## src/hw/rtl/csvfs_pkg.sv

```systemverilog
// Package for the CSV record and field splitter.
// Holds the result kind codes, character constants and the command record
// passed from the front end to the back end. No dependencies.
package csvfs_pkg;

  localparam int unsigned IDX_W   = 6;
  localparam int unsigned QDEPTH  = 4;
  localparam int unsigned QPTR_W  = 2;
  localparam int unsigned QCNT_W  = 3;

  localparam logic [7:0] CH_QUOTE = 8'h22;
  localparam logic [7:0] CH_COMMA = 8'h2C;
  localparam logic [7:0] CH_CR    = 8'h0D;
  localparam logic [7:0] CH_LF    = 8'h0A;

  typedef enum logic [1:0] {
    KIND_BYTE  = 2'd0,
    KIND_FEND  = 2'd1,
    KIND_EMPTY = 2'd2
  } kind_t;

  typedef struct packed {
    kind_t            kind;
    logic [7:0]       data;
    logic [IDX_W-1:0] idx;
    logic [IDX_W-1:0] last;
    logic             line_end;
    logic             header_row;
    logic             too_many;
  } cmd_t;

endpackage

```

## src/hw/rtl/csvfs_in_if.sv

```systemverilog
// Input channel interface of the CSV record and field splitter.
// Carries valid, ready and one stream byte with its end-of-input mark.
// Depends on nothing.
interface csvfs_in_if;
  logic       valid;
  logic       ready;
  logic [7:0] in_byte;
  logic       end_of_input;

  modport source (output valid, output in_byte, output end_of_input, input ready);
  modport sink (input valid, input in_byte, input end_of_input, output ready);
endinterface

```

## src/hw/rtl/csvfs_out_if.sv

```systemverilog
// Result channel interface of the CSV record and field splitter.
// Carries valid, ready and one result item. Depends on nothing.
interface csvfs_out_if;
  logic       valid;
  logic       ready;
  logic [1:0] kind;
  logic [7:0] out_byte;
  logic [5:0] field_index;
  logic       header_row;
  logic       padded;
  logic       row_end;
  logic       too_many_fields;

  modport source (output valid, output kind, output out_byte, output field_index,
                  output header_row, output padded, output row_end,
                  output too_many_fields, input ready);
  modport sink (input valid, input kind, input out_byte, input field_index,
                input header_row, input padded, input row_end,
                input too_many_fields, output ready);
endinterface

```

## src/hw/rtl/csvfs_front.sv

```systemverilog
// Front end of the CSV splitter: takes one byte per transaction, tracks
// quoting, line and field state and pushes at most one command per byte.
// Depends on csvfs_pkg and csvfs_in_if.
module csvfs_front #(
  parameter int unsigned MAX_FIELDS = 64
) (
  input  logic             clk,
  input  logic             rst_n,
  csvfs_in_if.sink         in_ch,
  input  logic             q_full,
  output logic             push,
  output csvfs_pkg::cmd_t  cmd
);
  import csvfs_pkg::*;

  localparam logic [IDX_W-1:0] LAST_IDX = IDX_W'(MAX_FIELDS - 1);

  typedef enum logic [2:0] {
    QM_PLAIN  = 3'b001,
    QM_QUOTED = 3'b010,
    QM_QPEND  = 3'b100
  } qmode_t;

  typedef enum logic [2:0] {
    LC_NONE  = 3'b001,
    LC_CR    = 3'b010,
    LC_OTHER = 3'b100
  } lclass_t;

  qmode_t           qm_r, qm_nxt;
  lclass_t          lc_r, lc_nxt;
  logic             hs_r, hs_nxt;
  logic [IDX_W-1:0] hdr_last_r, hdr_last_nxt;
  logic [IDX_W-1:0] cur_r, cur_nxt;
  logic             ovf_r, ovf_nxt;
  logic             cmd_vld;
  logic             accept;
  logic             unq;
  logic             end_line;
  logic [7:0]       c;

  assign c            = in_ch.in_byte;
  assign in_ch.ready  = ~q_full;
  assign accept       = in_ch.valid & in_ch.ready;
  assign push         = accept & cmd_vld;

  always_comb begin
    qm_nxt         = qm_r;
    lc_nxt         = lc_r;
    hs_nxt         = hs_r;
    hdr_last_nxt   = hdr_last_r;
    cur_nxt        = cur_r;
    ovf_nxt        = ovf_r;
    cmd_vld        = 1'b0;
    unq            = 1'b0;
    end_line       = 1'b0;
    cmd.kind       = KIND_BYTE;
    cmd.data       = 8'd0;
    cmd.idx        = cur_r;
    cmd.last       = cur_r;
    cmd.line_end   = 1'b0;
    cmd.header_row = ~hs_r;
    cmd.too_many   = ovf_r;

    if (in_ch.end_of_input) begin
      if (!hs_r && lc_r == LC_NONE) begin
        cmd_vld  = 1'b1;
        cmd.kind = KIND_EMPTY;
      end else begin
        end_line = 1'b1;
      end
    end else if (c == CH_LF) begin
      end_line = 1'b1;
    end else begin
      lc_nxt = (lc_r == LC_NONE && c == CH_CR) ? LC_CR : LC_OTHER;
      case (qm_r)
        QM_QUOTED: begin
          if (c == CH_QUOTE) begin
            qm_nxt = QM_QPEND;
          end else begin
            cmd_vld  = 1'b1;
            cmd.data = c;
          end
        end
        QM_QPEND: begin
          if (c == CH_QUOTE) begin
            cmd_vld  = 1'b1;
            cmd.data = CH_QUOTE;
            qm_nxt   = QM_QUOTED;
          end else begin
            qm_nxt = QM_PLAIN;
            unq    = 1'b1;
          end
        end
        default: begin
          qm_nxt = QM_PLAIN;
          unq    = 1'b1;
        end
      endcase
      if (unq) begin
        if (c == CH_QUOTE) begin
          qm_nxt = QM_QUOTED;
        end else if (c == CH_COMMA) begin
          cmd_vld  = 1'b1;
          cmd.kind = KIND_FEND;
          if (cur_r == LAST_IDX) begin
            ovf_nxt = 1'b1;
          end else begin
            cur_nxt = cur_r + IDX_W'(1);
          end
        end else if (c != CH_CR) begin
          cmd_vld  = 1'b1;
          cmd.data = c;
        end
      end
    end

    if (end_line) begin
      if (!(hs_r && (lc_r == LC_NONE || lc_r == LC_CR))) begin
        cmd_vld      = 1'b1;
        cmd.kind     = KIND_FEND;
        cmd.line_end = 1'b1;
        if (hs_r) begin
          cmd.last = (hdr_last_r > cur_r) ? hdr_last_r : cur_r;
        end else begin
          hdr_last_nxt = cur_r;
          hs_nxt       = 1'b1;
        end
      end
      qm_nxt  = QM_PLAIN;
      lc_nxt  = LC_NONE;
      cur_nxt = '0;
      ovf_nxt = 1'b0;
    end

    if (in_ch.end_of_input) begin
      hs_nxt       = 1'b0;
      hdr_last_nxt = '0;
    end
  end

  always_ff @(posedge clk) begin
    if (!rst_n) begin
      qm_r       <= QM_PLAIN;
      lc_r       <= LC_NONE;
      hs_r       <= 1'b0;
      hdr_last_r <= '0;
      cur_r      <= '0;
      ovf_r      <= 1'b0;
    end else if (accept) begin
      qm_r       <= qm_nxt;
      lc_r       <= lc_nxt;
      hs_r       <= hs_nxt;
      hdr_last_r <= hdr_last_nxt;
      cur_r      <= cur_nxt;
      ovf_r      <= ovf_nxt;
    end
  end

endmodule

```

## src/hw/rtl/csvfs_queue.sv

```systemverilog
// Short command queue between the front and back ends of the CSV splitter.
// Four entries held in registers. Depends on csvfs_pkg.
module csvfs_queue (
  input  logic             clk,
  input  logic             rst_n,
  input  logic             push,
  input  csvfs_pkg::cmd_t  push_cmd,
  output logic             full,
  input  logic             pop,
  output logic             head_vld,
  output csvfs_pkg::cmd_t  head
);
  import csvfs_pkg::*;

  cmd_t              mem_r [QDEPTH];
  logic [QPTR_W-1:0] wr_r, wr_nxt;
  logic [QPTR_W-1:0] rd_r, rd_nxt;
  logic [QCNT_W-1:0] cnt_r, cnt_nxt;
  logic              do_pop;

  assign full     = (cnt_r == QCNT_W'(QDEPTH));
  assign head_vld = (cnt_r != '0);
  assign head     = mem_r[rd_r];
  assign do_pop   = pop & head_vld;

  always_comb begin
    wr_nxt  = push ? wr_r + QPTR_W'(1) : wr_r;
    rd_nxt  = do_pop ? rd_r + QPTR_W'(1) : rd_r;
    cnt_nxt = cnt_r + QCNT_W'(push) - QCNT_W'(do_pop);
  end

  always_ff @(posedge clk) begin
    if (push) begin
      mem_r[wr_r] <= push_cmd;
    end
  end

  always_ff @(posedge clk) begin
    if (!rst_n) begin
      wr_r  <= '0;
      rd_r  <= '0;
      cnt_r <= '0;
    end else begin
      wr_r  <= wr_nxt;
      rd_r  <= rd_nxt;
      cnt_r <= cnt_nxt;
    end
  end

endmodule

```

## src/hw/rtl/csvfs_back.sv

```systemverilog
// Back end of the CSV splitter: turns queued commands into result
// transactions, expanding a line end into the padding burst, behind an
// output register. Depends on csvfs_pkg and csvfs_out_if.
module csvfs_back (
  input  logic             clk,
  input  logic             rst_n,
  input  logic             head_vld,
  input  csvfs_pkg::cmd_t  head,
  output logic             pop,
  csvfs_out_if.source      out_ch
);
  import csvfs_pkg::*;

  logic             busy_r, busy_nxt;
  logic [IDX_W-1:0] pos_r, pos_nxt;
  logic [IDX_W-1:0] pos;
  logic             load;
  logic             emit;
  logic             done;
  logic             out_valid_r;
  kind_t            kind_r;
  logic [7:0]       byte_r;
  logic [IDX_W-1:0] idx_r;
  logic             hdr_r;
  logic             pad_r;
  logic             rend_r;
  logic             tmf_r;

  assign load = ~out_valid_r | out_ch.ready;
  assign emit = load & head_vld;
  assign pos  = busy_r ? pos_r : head.idx;
  assign done = ~head.line_end | (pos == head.last);
  assign pop  = emit & done;

  always_comb begin
    busy_nxt = busy_r;
    pos_nxt  = pos_r;
    if (emit) begin
      busy_nxt = ~done;
      pos_nxt  = pos + IDX_W'(1);
    end
  end

  always_ff @(posedge clk) begin
    if (!rst_n) begin
      busy_r      <= 1'b0;
      pos_r       <= '0;
      out_valid_r <= 1'b0;
    end else begin
      busy_r <= busy_nxt;
      pos_r  <= pos_nxt;
      if (load) begin
        out_valid_r <= head_vld;
      end
    end
  end

  always_ff @(posedge clk) begin
    if (emit) begin
      kind_r <= head.kind;
      byte_r <= head.data;
      idx_r  <= pos;
      hdr_r  <= head.header_row;
      pad_r  <= busy_r;
      rend_r <= head.line_end & (pos == head.last);
      tmf_r  <= head.too_many;
    end
  end

  assign out_ch.valid           = out_valid_r;
  assign out_ch.kind            = kind_r;
  assign out_ch.out_byte        = byte_r;
  assign out_ch.field_index     = idx_r;
  assign out_ch.header_row      = hdr_r;
  assign out_ch.padded          = pad_r;
  assign out_ch.row_end         = rend_r;
  assign out_ch.too_many_fields = tmf_r;

endmodule

```

## src/hw/rtl/csv_record_field_splitter.sv

```systemverilog
// The splitter takes one CSV byte per cycle until its command queue fills and
// answers with field content bytes, end-of-field marks and an empty-input
// report; the first record is taken as the header and later short rows are
// padded with empty fields up to its field count. The front end classifies each
// byte and queues at most one command for it. A line end on a short data row
// yields one result per cycle, while results are taken, for each field up to
// the header count from the back end; the input stalls only when the four-entry
// command queue fills, as during such a burst or while results are held off.
// A byte's first result passes through the queue and then the output register.
// Depends on csvfs_pkg, csvfs_in_if, csvfs_out_if and the csvfs front,
// queue and back modules.
module csv_record_field_splitter #(
  parameter int unsigned MAX_FIELDS = 64
) (
  input  logic         clk,
  input  logic         rst_n,
  csvfs_in_if.sink     in_ch,
  csvfs_out_if.source  out_ch
);
  import csvfs_pkg::*;

  cmd_t push_cmd;
  cmd_t head;
  logic push;
  logic full;
  logic pop;
  logic head_vld;

  csvfs_front #(.MAX_FIELDS(MAX_FIELDS)) u_front (
    .clk    (clk),
    .rst_n  (rst_n),
    .in_ch  (in_ch),
    .q_full (full),
    .push   (push),
    .cmd    (push_cmd)
  );

  csvfs_queue u_queue (
    .clk      (clk),
    .rst_n    (rst_n),
    .push     (push),
    .push_cmd (push_cmd),
    .full     (full),
    .pop      (pop),
    .head_vld (head_vld),
    .head     (head)
  );

  csvfs_back u_back (
    .clk      (clk),
    .rst_n    (rst_n),
    .head_vld (head_vld),
    .head     (head),
    .pop      (pop),
    .out_ch   (out_ch)
  );

  a_pad_is_fend: assert property (@(posedge clk) disable iff (!rst_n)
    out_ch.valid && out_ch.padded |-> out_ch.kind == KIND_FEND && out_ch.field_index != '0)
    else $error("padded result is not a later end of field");

  a_empty_clean: assert property (@(posedge clk) disable iff (!rst_n)
    out_ch.valid && out_ch.kind == KIND_EMPTY |->
      !out_ch.padded && !out_ch.row_end && out_ch.out_byte == 8'd0)
    else $error("empty input report carries field data");

  a_rowend_fend: assert property (@(posedge clk) disable iff (!rst_n)
    out_ch.valid && out_ch.row_end |-> out_ch.kind == KIND_FEND)
    else $error("row end on a result that is not an end of field");

endmodule
```

## src/flat_wrapper.sv

```systemverilog
// flat-port wrapper written by rule: the top's interface ports become plain ports
module csv_record_field_splitter_flat import csvfs_pkg::*;
#(
  parameter int unsigned MAX_FIELDS = 64
)
  (clk, rst_n, in_ch_valid, in_ch_in_byte, in_ch_end_of_input, in_ch_ready, out_ch_valid, out_ch_kind, out_ch_out_byte, out_ch_field_index, out_ch_header_row, out_ch_padded, out_ch_row_end, out_ch_too_many_fields, out_ch_ready);
  csvfs_in_if in_ch_i ();
  csvfs_out_if out_ch_i ();
  input  logic clk;
  input  logic rst_n;
  input wire logic [$bits(in_ch_i.valid)-1:0] in_ch_valid;
  input wire logic [$bits(in_ch_i.in_byte)-1:0] in_ch_in_byte;
  input wire logic [$bits(in_ch_i.end_of_input)-1:0] in_ch_end_of_input;
  output wire logic [$bits(in_ch_i.ready)-1:0] in_ch_ready;
  output wire logic [$bits(out_ch_i.valid)-1:0] out_ch_valid;
  output wire logic [$bits(out_ch_i.kind)-1:0] out_ch_kind;
  output wire logic [$bits(out_ch_i.out_byte)-1:0] out_ch_out_byte;
  output wire logic [$bits(out_ch_i.field_index)-1:0] out_ch_field_index;
  output wire logic [$bits(out_ch_i.header_row)-1:0] out_ch_header_row;
  output wire logic [$bits(out_ch_i.padded)-1:0] out_ch_padded;
  output wire logic [$bits(out_ch_i.row_end)-1:0] out_ch_row_end;
  output wire logic [$bits(out_ch_i.too_many_fields)-1:0] out_ch_too_many_fields;
  input wire logic [$bits(out_ch_i.ready)-1:0] out_ch_ready;
  assign in_ch_i.valid = in_ch_valid;
  assign in_ch_i.in_byte = in_ch_in_byte;
  assign in_ch_i.end_of_input = in_ch_end_of_input;
  assign in_ch_ready = in_ch_i.ready;
  assign out_ch_valid = out_ch_i.valid;
  assign out_ch_kind = out_ch_i.kind;
  assign out_ch_out_byte = out_ch_i.out_byte;
  assign out_ch_field_index = out_ch_i.field_index;
  assign out_ch_header_row = out_ch_i.header_row;
  assign out_ch_padded = out_ch_i.padded;
  assign out_ch_row_end = out_ch_i.row_end;
  assign out_ch_too_many_fields = out_ch_i.too_many_fields;
  assign out_ch_i.ready = out_ch_ready;
  csv_record_field_splitter #(.MAX_FIELDS(MAX_FIELDS)) u_core (.clk(clk), .rst_n(rst_n), .in_ch(in_ch_i), .out_ch(out_ch_i));
endmodule
```

## config.mk

```make
export PLATFORM = sky130hd
export DESIGN_NAME = csv_record_field_splitter_flat
export DESIGN_NICKNAME = d
export VERILOG_FILES = /design/src/hw/rtl/csvfs_pkg.sv /design/src/hw/rtl/csvfs_in_if.sv /design/src/hw/rtl/csvfs_out_if.sv /design/src/hw/rtl/csvfs_front.sv /design/src/hw/rtl/csvfs_queue.sv /design/src/hw/rtl/csvfs_back.sv /design/src/hw/rtl/csv_record_field_splitter.sv /design/src/flat_wrapper.sv
export SDC_FILE = /design/constraint.sdc
export NUM_CORES = 1
export LEC_CHECK = 0
export BUFFER_PORTS_ARGS = -buffer_cell sky130_fd_sc_hd__buf_2
export CAP_MARGIN = 30
export CORE_UTILIZATION = 30
export DETAILED_ROUTE_END_ITERATION = 10
export PLACE_DENSITY = 0.44
export SLEW_MARGIN = 25
export SYNTH_ARGS = -nofsm -noshare
export SYNTH_HDL_FRONTEND = slang
export SYNTH_HIERARCHICAL = 1
export SYNTH_SLANG_ARGS = --single-unit
```

## constraint.sdc

```tcl
create_clock -name clk -period 6.1 [get_ports clk]
set_input_delay 0.915 -clock clk [delete_from_list [all_inputs] [get_ports clk]]
set_output_delay 0.915 -clock clk [all_outputs]
set_load 0.03 [all_outputs]
```

Yosys cells after proc, flatten, opt, wreduce, memory -nomap -nowiden
Memories as Yosys holds them, arrays and structs flattened. A register that Yosys moved wholly into a read port is not among the register bits.
Index checks and enable logic that the tools add are counted.
{"block": "word_totals", "reg_bits": 55, "ramBits": 100, "in_bits": 13, "out_inout_bits": 22, "elab_cells": 147, "memories": 1}
{"name": "u_core.u_queue.mem_r", "words": 4, "width": 25, "read_ports": 1, "rd_clocked_by_memory_dff": 1, "wr": 1, "line_no": "csvfs_queue.sv:15", "rtl": "cmd_t mem_r [QDEPTH];"}
{"block": "classes", "add_sub_neg": 6, "magnitude_cmp": 1, "n_eq_ne": 18, "mux": 74, "n_bitwise": 13, "n_reduce_logical": 15}
{"cell": "2-to-1 mux 6 bit", "count": 15}
{"cell": "2-to-1 mux 8 bit", "count": 4}
{"cell": "2-to-1 mux 3 bit", "count": 10}
{"cell": "2-to-1 mux 1 bit", "count": 29}
{"cell": "2-to-1 mux 9 bit", "count": 3}
{"cell": "equality test 8 x 4 -> 1 bit (second input constant)", "count": 2}
{"cell": "equality test 8 x 6 -> 1 bit (second input constant)", "count": 2}
{"cell": "one-hot mux 8 bit (2 select lines)", "count": 1}
{"cell": "2-to-1 mux 2 bit", "count": 7}
{"cell": "2-to-1 mux 7 bit", "count": 2}
{"cell": "AND reduction 7 bit", "count": 2}
{"cell": "adder 6 x 1 -> 6 bit (second input constant)", "count": 2}
{"cell": "inequality test 2 bit (second input constant)", "count": 5}
{"cell": "inequality test 8 x 4 -> 1 bit (second input constant)", "count": 1}
{"cell": "nonzero test 2 bit", "count": 4}
{"cell": "bitwise AND 1 bit", "count": 6}
{"cell": "equality test 3 x 2 -> 1 bit (second input constant)", "count": 2}
{"cell": "equality test 3 bit (second input constant)", "count": 2}
{"cell": "equality test 6 bit", "count": 1}
{"cell": "equality test 6 bit (second input constant)", "count": 1}
{"cell": "greater-than comparator 6 bit", "count": 1}
{"cell": "one-hot mux 3 bit (2 select lines)", "count": 1}
{"cell": "AND reduction 3 bit", "count": 2}
{"cell": "NOT 1 bit", "count": 5}
{"cell": "other kinds (12)", "count": 17}

Depth between registers and ports, before layout
Gate-level depths: netlist (run 1).
{"block": "depth", "ltp_word": 14, "mapped_depth": 15, "ltp_nobuf": 13}

Hierarchy
The synthesis (run 1) kept the hierarchy.
{"mod": "csvfs_queue", "n_inst": 1, "cells_per_inst": 175, "area_each_um2": 4124.0, "seq_area_each_um2": 3183.1}
{"mod": "csvfs_front", "n_inst": 1, "cells_per_inst": 162, "area_each_um2": 1440.1, "seq_area_each_um2": 400.4}
{"mod": "csvfs_back", "n_inst": 1, "cells_per_inst": 89, "area_each_um2": 1212.4, "seq_area_each_um2": 760.7}

Worst setup path before layout (run 1)
Ideal clock, no wire load.
{"block": "synth_timing", "kind": "input to register", "start": "input port out_ch_ready", "end": "register u_core.u_queue.cnt_r[2]", "setup_ns": 0.114, "t_arrival_ns": 3.306, "required_time_ns": 5.986, "path_slack_ns": 2.680, "stages": 14, "n_path_buf": 1, "cell_sequence": "nand2b_1 -> nand2_1 -> buf_2 -> inv_1 -> nand3_1 -> o22ai_1 -> o31a_1 -> ha_1 -> inv_1 -> ha_1 -> inv_1 -> fa_1 -> xnor3_1 -> nor2b_1"}
{"block": "synth_via", "elab_chain_cells": 5}
{"element": "from (decl)", "line_no": "flat_wrapper.sv:23", "rtl": "input wire logic [$bits(out_ch_i.ready)-1:0] out_ch_ready;"}
{"element": "OR 1 bit", "line_no": "csvfs_back.sv:29", "rtl": "assign load = ~out_valid_r | out_ch.ready;"}
{"element": "bitwise AND 1 bit", "line_no": "csvfs_back.sv:30", "rtl": "assign emit = load & head_vld;"}
{"element": "net u_core.u_back.emit", "line_no": "csvfs_back.sv:18", "rtl": "logic emit;"}
{"element": "bitwise AND 1 bit", "line_no": "csvfs_back.sv:33", "rtl": "assign pop = emit & done;"}
{"element": "net u_core.pop", "line_no": "csv_record_field_splitter.sv:26", "rtl": "logic pop;"}
{"element": "bitwise AND 1 bit", "line_no": "csvfs_queue.sv:24", "rtl": "assign do_pop = pop & head_vld;"}
{"element": "net u_core.u_queue.do_pop", "line_no": "csvfs_queue.sv:19", "rtl": "logic do_pop;"}
{"element": "subtractor 3 x 1 -> 3 bit", "line_no": "csvfs_queue.sv:29", "rtl": "cnt_nxt = cnt_r + QCNT_W'(push) - QCNT_W'(do_pop);"}
{"element": "to (signal assigned)", "line_no": "csvfs_queue.sv:46", "rtl": "cnt_r <= cnt_nxt;"}
{"element": "to (decl)", "line_no": "csvfs_queue.sv:18", "rtl": "logic [QCNT_W-1:0] cnt_r, cnt_nxt;"}
The timed path passes the listed nets, and every way through them passes these cells.
A chain may end at the register's enable or synchronous reset.

==> results of run 1 <==
==> logic make-up after synthesis <==
family | Yosys count
mux | 44
xor+xnor | 14
buf+inv | 38
fa+ha+maj | 15
flops | 157
simple gates | 98
compound gates | 60
==> sequential cells by signal (all words and copies together) (netlist names), 3 cells and up, named ones only <==
name,cells
u_core/u_front/cur_r,6
u_core/u_queue/mem_r,100
u_core/u_back/out_ch.field_index,6
u_core/u_front/hdr_last_r,6
u_core/u_queue/cnt_r,3
u_core/u_front/lc_r,3
u_core/u_front/qm_r,3
u_core/u_back/out_ch.out_byte,8
u_core/u_back/pos_r,6
==> power breakdown <==
part | switching (uW) | leakage, uW | total, uW | internal, uW
logic | 505 | 0.000968 | 805 | 300
registers | 70.7 | 0.00143 | 1420 | 1350
clock network | 437 | 0.000289 | 1090 | 653
==> cell usage after synthesis, types with 2 or more instances <==
master / number / area, sq um
nor3b_1: 7 / 52.6
mux2i_1: 7 / 70.1
nor2_1: 10 / 37.5
mux4_2: 20 / 450
o211ai_1: 8 / 60.1
a21boi_0: 4 / 30.0
nor2b_1: 10 / 62.6
buf_6: 2 / 22.5
mux2i_4: 2 / 45.0
o21ba_2: 2 / 20.0
or4_1: 3 / 22.5
or3_1: 2 / 12.5
xor2_1: 6 / 52.6
a211oi_1: 3 / 22.5
o31ai_1: 2 / 15.0
mux4_1: 5 / 131
nand2_1: 18 / 67.6
nand2b_1: 5 / 31.3
dfxtp_1: 37 / 741
nor3_1: 4 / 20.0
a32o_1: 6 / 60.1
edfxtp_1: 120 / 3600
nand4_1: 7 / 43.8
clkbuf_1: 6 / 22.5
buf_12: 2 / 40.0
or3b_2: 2 / 17.5
ha_1: 14 / 175
xnor2_1: 6 / 52.6
o21ai_0: 8 / 40.0
o22ai_1: 3 / 18.8
and2_1: 6 / 37.5
nand3_1: 9 / 45.0
o31a_1: 3 / 26.3
inv_1: 21 / 78.8
a21oi_1: 7 / 35.0
nor4_1: 4 / 25.0
mux2i_2: 3 / 41.3
a211o_1: 2 / 17.5
buf_2: 5 / 25.0
mux2_4: 7 / 105
==> layer usage <==
metal  track usage, %  wire length (microns)  part of all wire [%]
met3             2.53                    336                   2.5
met4             4.81                    199                   1.5
met2             20.4                   6650                    49
met1             15.8                   6420                    47
met5                0                      0                     0
==> layout by cell type, fill, tap and decap left out, types with 5 or more instances in the layout <==
master	synthesis	final
a21oi_1	7	7
a32o_1	6	6
and2_1	6	6
buf_2	5	34
buf_4	1	9
clkbuf_16	0	17
dfxtp_1	37	37
edfxtp_1	120	120
ha_1	14	14
inv_1	21	21
inv_6	0	6
mux2_4	7	7
mux2i_1	7	7
mux4_1	5	5
mux4_2	20	20
nand2_1	18	18
nand2b_1	5	5
nand3_1	9	9
nand4_1	7	7
nor2_1	10	10
nor2b_1	10	10
nor3b_1	7	7
o211ai_1	8	8
o21ai_0	8	7
xnor2_1	6	6
xor2_1	6	6
==> worst max-delay path, stage by stage, from the launching register on <==
cell and delay (ns):
dfxtp_1 0.82, buf_4 0.34, mux4_2 0.37, mux2i_4 0.23, xor2_1 0.16, nand4_1 0.17
o22ai_1 0.24, o31a_1 0.26, ha_1 0.25, inv_1 0.06, ha_1 0.14, inv_1 0.06
fa_1 0.39, xnor3_1 0.18, nor2b_1 0.11
==> final cells by class <==
class / instances / area (sq um) / area share, %
inverters: 21 / 78.8 / 1.00
clock inverters: 14 / 183 / 2.33
repair buffers: 43 / 238 / 3.03
well taps: 280 / 350 / 4.46
multi-input cells: 231 / 2230 / 28.4
clock buffers: 18 / 429 / 5.46
flip-flops and latches: 157 / 4340 / 55.3
==> stage by stage <==
stage                     setup WS, ns  cells  util, %
after floorplan                   2.68    426        -
after global placement            2.23    732     33.0
after detailed placement          2.14    732     33.0
after CTS                         2.12    764     35.8
after global routing              1.95    764     35.8
final                             2.26    764     35.8
==> how the worst max path moves through the flow <==
stage | end | slack, ns | cells after the start
after detailed placement | u_core/u_queue/cnt_r[2] | 2.14 | 14
final | u_core/u_queue/cnt_r[2] | 2.26 | 14
after CTS | u_core/u_queue/cnt_r[2] | 2.12 | 14
after global routing | u_core/u_queue/cnt_r[2] | 1.95 | 14
after global placement | u_core/u_queue/cnt_r[2] | 2.23 | 14
after floorplan | u_core/u_queue/cnt_r[2] | 2.68 | 14
==> out/qor.csv, run 1 <==
stage,metric,value,unit
min_path,sink of the worst hold path,u_core/u_front/qm_r[2],
route,DRC Markers,3,
power_and_ir_drop,worst vdd ir,0.000151,V
sta,Final min period,3.84,ns
logic_synthesis,Post-synth EDFFs,120,
logic_synthesis,largest family of logic cells by synthesized area,multiplexers,
cells_and_area,layout cells sized above 1,24.4,%
cts,TritonCTS Buffers,17,
critical_path,CP Max Fanout,15,
sta,Final Setup Violations,0,
critical_path,Critical Path Sink Type,flop,
logic_synthesis,Synth Flop Type,edfxtp_1,
status,run status,finished with violations,
run,maxcap violations,0,
floorplanning,Die X,152,microns
sta,RSZ-0062 raised after global routing,no,
floorplanning,I/O pins,35,
critical_path,worst r2r dst,u_core/u_queue/cnt_r[2],
floorplanning,core area,22000,sq um
place,Placed Instance Area,7240,sq um
cells_and_area,fin area,7850,sq um
logic_synthesis,Yosys cell types,68,
cells_and_area,synthesis-to-finish area growth,15.9,%
sta,ratio of final minimum period to clock period,63.0,%
power_and_ir_drop,pwr dens,423,nW/um^2
logic_synthesis,Post-Synth XOR/XNOR Area,2.12,%
route,via count,3742,
cts,worst-skew pair later-pin latency,0.42,ns
sta,WHS,0.466,ns
sta,Worst Tran Pin Value,0.779,ns
route,Vias/cell,4.90,
logic_synthesis,Synth Area in Adders,2.88,%
global_routing,vias in the first global route,3757,
critical_path,CP arrival,4.19,ns
cts,clk sinks,157,
sta,setup TNS,0,ns
global_routing,grt ovf,0,
route,detailed-route wire length per cell,17.8,microns
cts,CTS tree,done,
cells_and_area,nets,499,
route,antenna-violating nets left,0,
cts,clk slew on worst S/H paths,0.06,ns
logic_synthesis,post-synthesis sequential area ratio,64.1,%
floorplanning,Die Footprint,23200,sq um
min_path,Hold WC Path Type,reg2reg,
critical_path,R2R depth,14,
place,GPL Wtd Cong,0.751,
floorplanning,row count,54,
sta,Worst slew margin,48.0,%
critical_path,Worst R2R Setup Slack,2.26,ns
power_and_ir_drop,P_leak,0.00268,uW
logic_synthesis,Mapped Area,6780,sq um
route,drt initial violations,241,
cts,htree depth,4,
cts,CTS Buffer Depth,2,
logic_synthesis,ys async rst share,0,%
global_routing,initial antenna violation count,0,
floorplanning,Die H,152,microns
place,HPWL Detailed,9040,microns
cts,Hold Buf Count CTS,0,
min_path,Min-Delay Startpoint,u_core/u_front/qm_r[2],
logic_synthesis,simple-gate share of the synthesized area,8.64,%
global_routing,first-pass GRT wire length,21600,microns
logic_synthesis,Yosys reg bits,157,
status,failing checks,DRC,
critical_path,Crit Path Category,reg2reg,
global_routing,largest net degree at the start of global routing,38,
min_path,cell count of the worst hold path,2,
sta,Slew Limit Fails,0,
logic_synthesis,Synth Area in Compound Gates,6.83,%
sta,Peak Freq,260,MHz
critical_path,CP Launch Type,flop,
cts,CTS resizes,0,
global_routing,GR Util All Layers,12.3,%
place,port bufs,34,
sta,Final Hold Violating Endpoints,0,
route,Routed WL,13600,microns
route,TritonRoute pass-1 iters,7,
floorplanning,Initial Util,30.9,%
logic_synthesis,Synth Net Count,454,
power_and_ir_drop,total power,3320,uW
logic_synthesis,Ys Warns,6,
cts,postcts setup bufs,0,
critical_path,CP required,6.45,ns
cts,CTS Root Cell,clkbuf_16,
logic_synthesis,syn_area_per_cell,15.9,sq um
logic_synthesis,Mapped Cells,426,
sta,Worst Skew,0.00572,ns
logic_synthesis,proportion of synthesized area in mux cells,12.4,%
cells_and_area,fillers,2083,
cells_and_area,# diodes,0,
No activity file was read; power rests on OpenSTA's default activity.
==> run 2: changes to the inputs <==
--- a/config.mk
+++ b/config.mk
@@ -9,7 +9,7 @@
 export CAP_MARGIN = 30
 export CORE_UTILIZATION = 30
 export DETAILED_ROUTE_END_ITERATION = 10
-export PLACE_DENSITY = 0.44
+export PLACE_DENSITY = 0.45
 export SLEW_MARGIN = 25
 export SYNTH_ARGS = -nofsm -noshare
 export SYNTH_HDL_FRONTEND = slang
==> constraint.sdc (replaced) <==
create_clock -name clk -period 3.5 [get_ports clk]
set_input_delay 0.525 -clock clk [delete_from_list [all_inputs] [get_ports clk]]
set_output_delay 0.525 -clock clk [all_outputs]
set_load 0.03 [all_outputs]
==> run 2 against run 1 <==
Critical path type unchanged. Wire length increased by 1.9%. Final cell count increased by 2.4%. Sequential share of layout area decreased by 0.92 points. Fmax increased by 19%. The flow still finishes with violations (DRC). Non-clock buffer count increased by 19. Combinational power increased by 98%. Cell area increased by 1.7%. Critical endpoint unchanged. Utilization increased by 0.60 points. Clock skew about the same.
==> out/qor.csv, run 2 (same netlist as run 1, synthesis figures left out) <==
stage,metric,value,unit,change
status,run status,finished with violations,,unchanged
status,failing checks,DRC,,unchanged
global_routing,peak-usage layer in the global routing report,met2,,unchanged
floorplanning,Die H,152,microns,unchanged
cts,TritonCTS Buffers,17,,unchanged
place,port bufs,34,,unchanged
power_and_ir_drop,P_leak,0.00275,uW,was 0.00268 uW
critical_path,worst r2r dst,u_core/u_queue/cnt_r[2],,unchanged
global_routing,GR Util All Layers,12.7,%,was 12.3%
place,HPWL Detailed,9290,microns,was 9040 microns
min_path,cell count of the worst hold path,3,,was 2
critical_path,Critical Path Sink Type,flop,,unchanged
critical_path,CP peak stage delay,0.49,ns,was 0.82 ns
route,DRC Markers,1,,was 3
sta,Slew Limit Fails,0,,unchanged
route,Vias/cell,4.87,,was 4.90
sta,RSZ-0062 raised after global routing,no,,unchanged
critical_path,Worst R2R Setup Slack,0.27,ns,was 2.26 ns
place,Placed Instance Area,7410,sq um,was 7240 sq um
cts,CTS tree,done,,unchanged
global_routing,vias in the first global route,3949,,"was 3,757"
critical_path,CP required,3.81,ns,was 6.45 ns
sta,ratio of final minimum period to clock period,92.3,%,was 63.0%
global_routing,GR Layer Usage met1,15.9,%,was 15.8%
cells_and_area,max reg flops,100,,unchanged
sta,Worst Tran Pin Value,0.781,ns,was 0.779 ns
floorplanning,Die X,152,microns,unchanged
route,drt initial violations,238,,was 241
min_path,Min-Delay Startpoint,out_ch_ready,,was u_core/u_front/qm_r[2]
floorplanning,Die Footprint,23200,sq um,unchanged
min_path,Hold WC Path Type,in2reg,,was reg2reg
sta,setup TNS,0,ns,unchanged
power_and_ir_drop,worst vdd ir,0.000341,V,was 0.000151 V
power_and_ir_drop,pwr dens,710,nW/um^2,was 423 nW/um^2
floorplanning,Initial Util,30.9,%,unchanged
cts,htree depth,4,,unchanged
cells_and_area,nets,518,,was 499
critical_path,CP Launch Type,flop,,unchanged
global_routing,initial antenna violation count,0,,unchanged
route,TritonRoute pass-1 iters,7,,unchanged
critical_path,CP Max Fanout,10,,was 15
min_path,sink of the worst hold path,u_core/u_back/out_ch.valid,,was u_core/u_front/qm_r[2]
cells_and_area,fillers,2056,,"was 2,083"
route,Routed WL,13900,microns,"was 13,600 microns"
global_routing,grt ovf,0,,unchanged
sta,Final Hold Violating Endpoints,0,,unchanged
cts,CTS Root Cell,clkbuf_16,,unchanged
global_routing,met3 Usage GRT,2.30,%,was 2.53%
floorplanning,I/O pins,35,,unchanged
sta,WHS,0.453,ns,was 0.466 ns
sta,Peak Freq,309,MHz,was 260 MHz
global_routing,largest net degree at the start of global routing,26,,was 38
cells_and_area,fin area,7990,sq um,was 7850 sq um
cts,Hold Buf Count CTS,0,,unchanged
critical_path,Crit Path Category,reg2reg,,unchanged
cells_and_area,most frequent cells in the layout,"edfxtp_1, dfxtp_1, buf_2",,unchanged
cts,worst-skew pair later-pin latency,0.42,ns,about the same
global_routing,first-pass GRT wire length,22100,microns,"was 21,600 microns"
sta,Worst slew margin,47.6,%,was 48.0%
cts,clk slew on worst S/H paths,0.06,ns,about the same
floorplanning,row count,54,,unchanged
floorplanning,core area,22000,sq um,unchanged
critical_path,R2R depth,14,,unchanged
critical_path,CP arrival,3.55,ns,was 4.19 ns
route,via count,3808,,"was 3,742"
route,detailed-route wire length per cell,17.7,microns,was 17.8 microns
cells_and_area,layout cells sized above 1,26.9,%,was 24.4%
critical_path,"slowest stage cell, crit path",mux4_2,,was dfxtp_1
cells_and_area,"most common cell after layout, fill and taps aside",edfxtp_1,,unchanged
critical_path,crit-path cells,"buf_12, mux4_2, mux2_4, xnor2_1, nand4_1, o22ai_2, o31a_1, ha_1, inv_1, ha_1, inv_1, fa_1, xnor3_1, nor2b_1",,"was buf_4, mux4_2, mux2i_4, xor2_1, nand4_1, o22ai_1, o31a_1, ha_1, inv_1, ha_1, inv_1, fa_1, xnor3_1, nor2b_1"
run,maxcap violations,0,,unchanged
sta,Final min period,3.23,ns,was 3.84 ns
sta,Worst Skew,0.00615,ns,was 0.00572 ns
cells_and_area,synthesis-to-finish area growth,17.9,%,was 15.9%
place,GPL Wtd Cong,0.779,,was 0.751
cells_and_area,most flop-heavy register,u_core/u_queue/mem_r,,unchanged
cts,CTS Buffer Depth,2,,unchanged
cts,clk sinks,157,,unchanged
cells_and_area,# diodes,0,,unchanged
sta,Final Setup Violations,0,,unchanged
global_routing,met2 global-route usage,21.2,%,was 20.4%
route,antenna-violating nets left,0,,unchanged
## run 2: timing repair
action | in CTS | in global routing
buffers inserted | 0 | 7
gates resized for setup | 0 | 1
endpoints found under the setup margin | 0 | 1
## run 2: worst max-delay path, delay by kind of cell, from the launching register on
kind | cells | cell delay (ns)
multiplexers | 2 | 0.80
AND/OR/NAND/NOR | 2 | 0.24
adder cells (fa/ha/maj) | 3 | 0.75
AO/OA/AOI/OAI | 2 | 0.36
XOR/XNOR | 2 | 0.36
buffers and inverters | 3 | 0.26
flip-flops | 1 | 0.35
## run 2: routing by layer
metal / routed length, microns / part of all wire [%] / vias to the layer above
li1: - / - / 1796
met1: 6280 / 45 / 1920
met2: 6810 / 49 / 72
met3: 525 / 3.8 / 20
met4: 259 / 1.9 / 0
met5: 0 / 0 / -
## run 2: final cells by class
cell class,instances,area [sq um],share of cell area [%]
repair buffers,62,468,5.86
clock buffers,18,429,5.37
flip-flops and latches,157,4340,54.4
multi-input cells,231,2240,28.0
inverters,21,78.8,0.987
clock inverters,13,78.8,0.987
well taps,280,350,4.39
## run 2: worst max-delay path by stage
stage	endpoint	slack (ns)	cells past startpoint
2_1_floorplan	u_core/u_queue/cnt_r[2]	0.30	15
3_3_place_gp	u_core/u_queue/cnt_r[2]	0.20	14
3_5_place_dp	u_core/u_queue/cnt_r[2]	0.13	14
4_1_cts	u_core/u_queue/cnt_r[2]	0.12	14
5_1_grt	u_core/u_queue/cnt_r[2]	0.02	14
6_report	u_core/u_queue/cnt_r[2]	0.27	14
## run 2: power breakdown
group / switching, uW / internal (uW)
logic: 926 / 659
clock network: 717 / 888
registers: 117 / 2360
total: 1760 / 3910
## run 2: stage by stage
step	worst slack, ns	total power [uW]	std cells	utilization [%]
after floorplan	0.299	3610	426	-
after global placement	0.201	4050	744	33.7
after detailed placement	0.132	4070	744	33.7
after CTS	0.118	5690	775	36.0
after global routing	0.0249	5950	782	36.4
final	0.268	5670	782	36.4
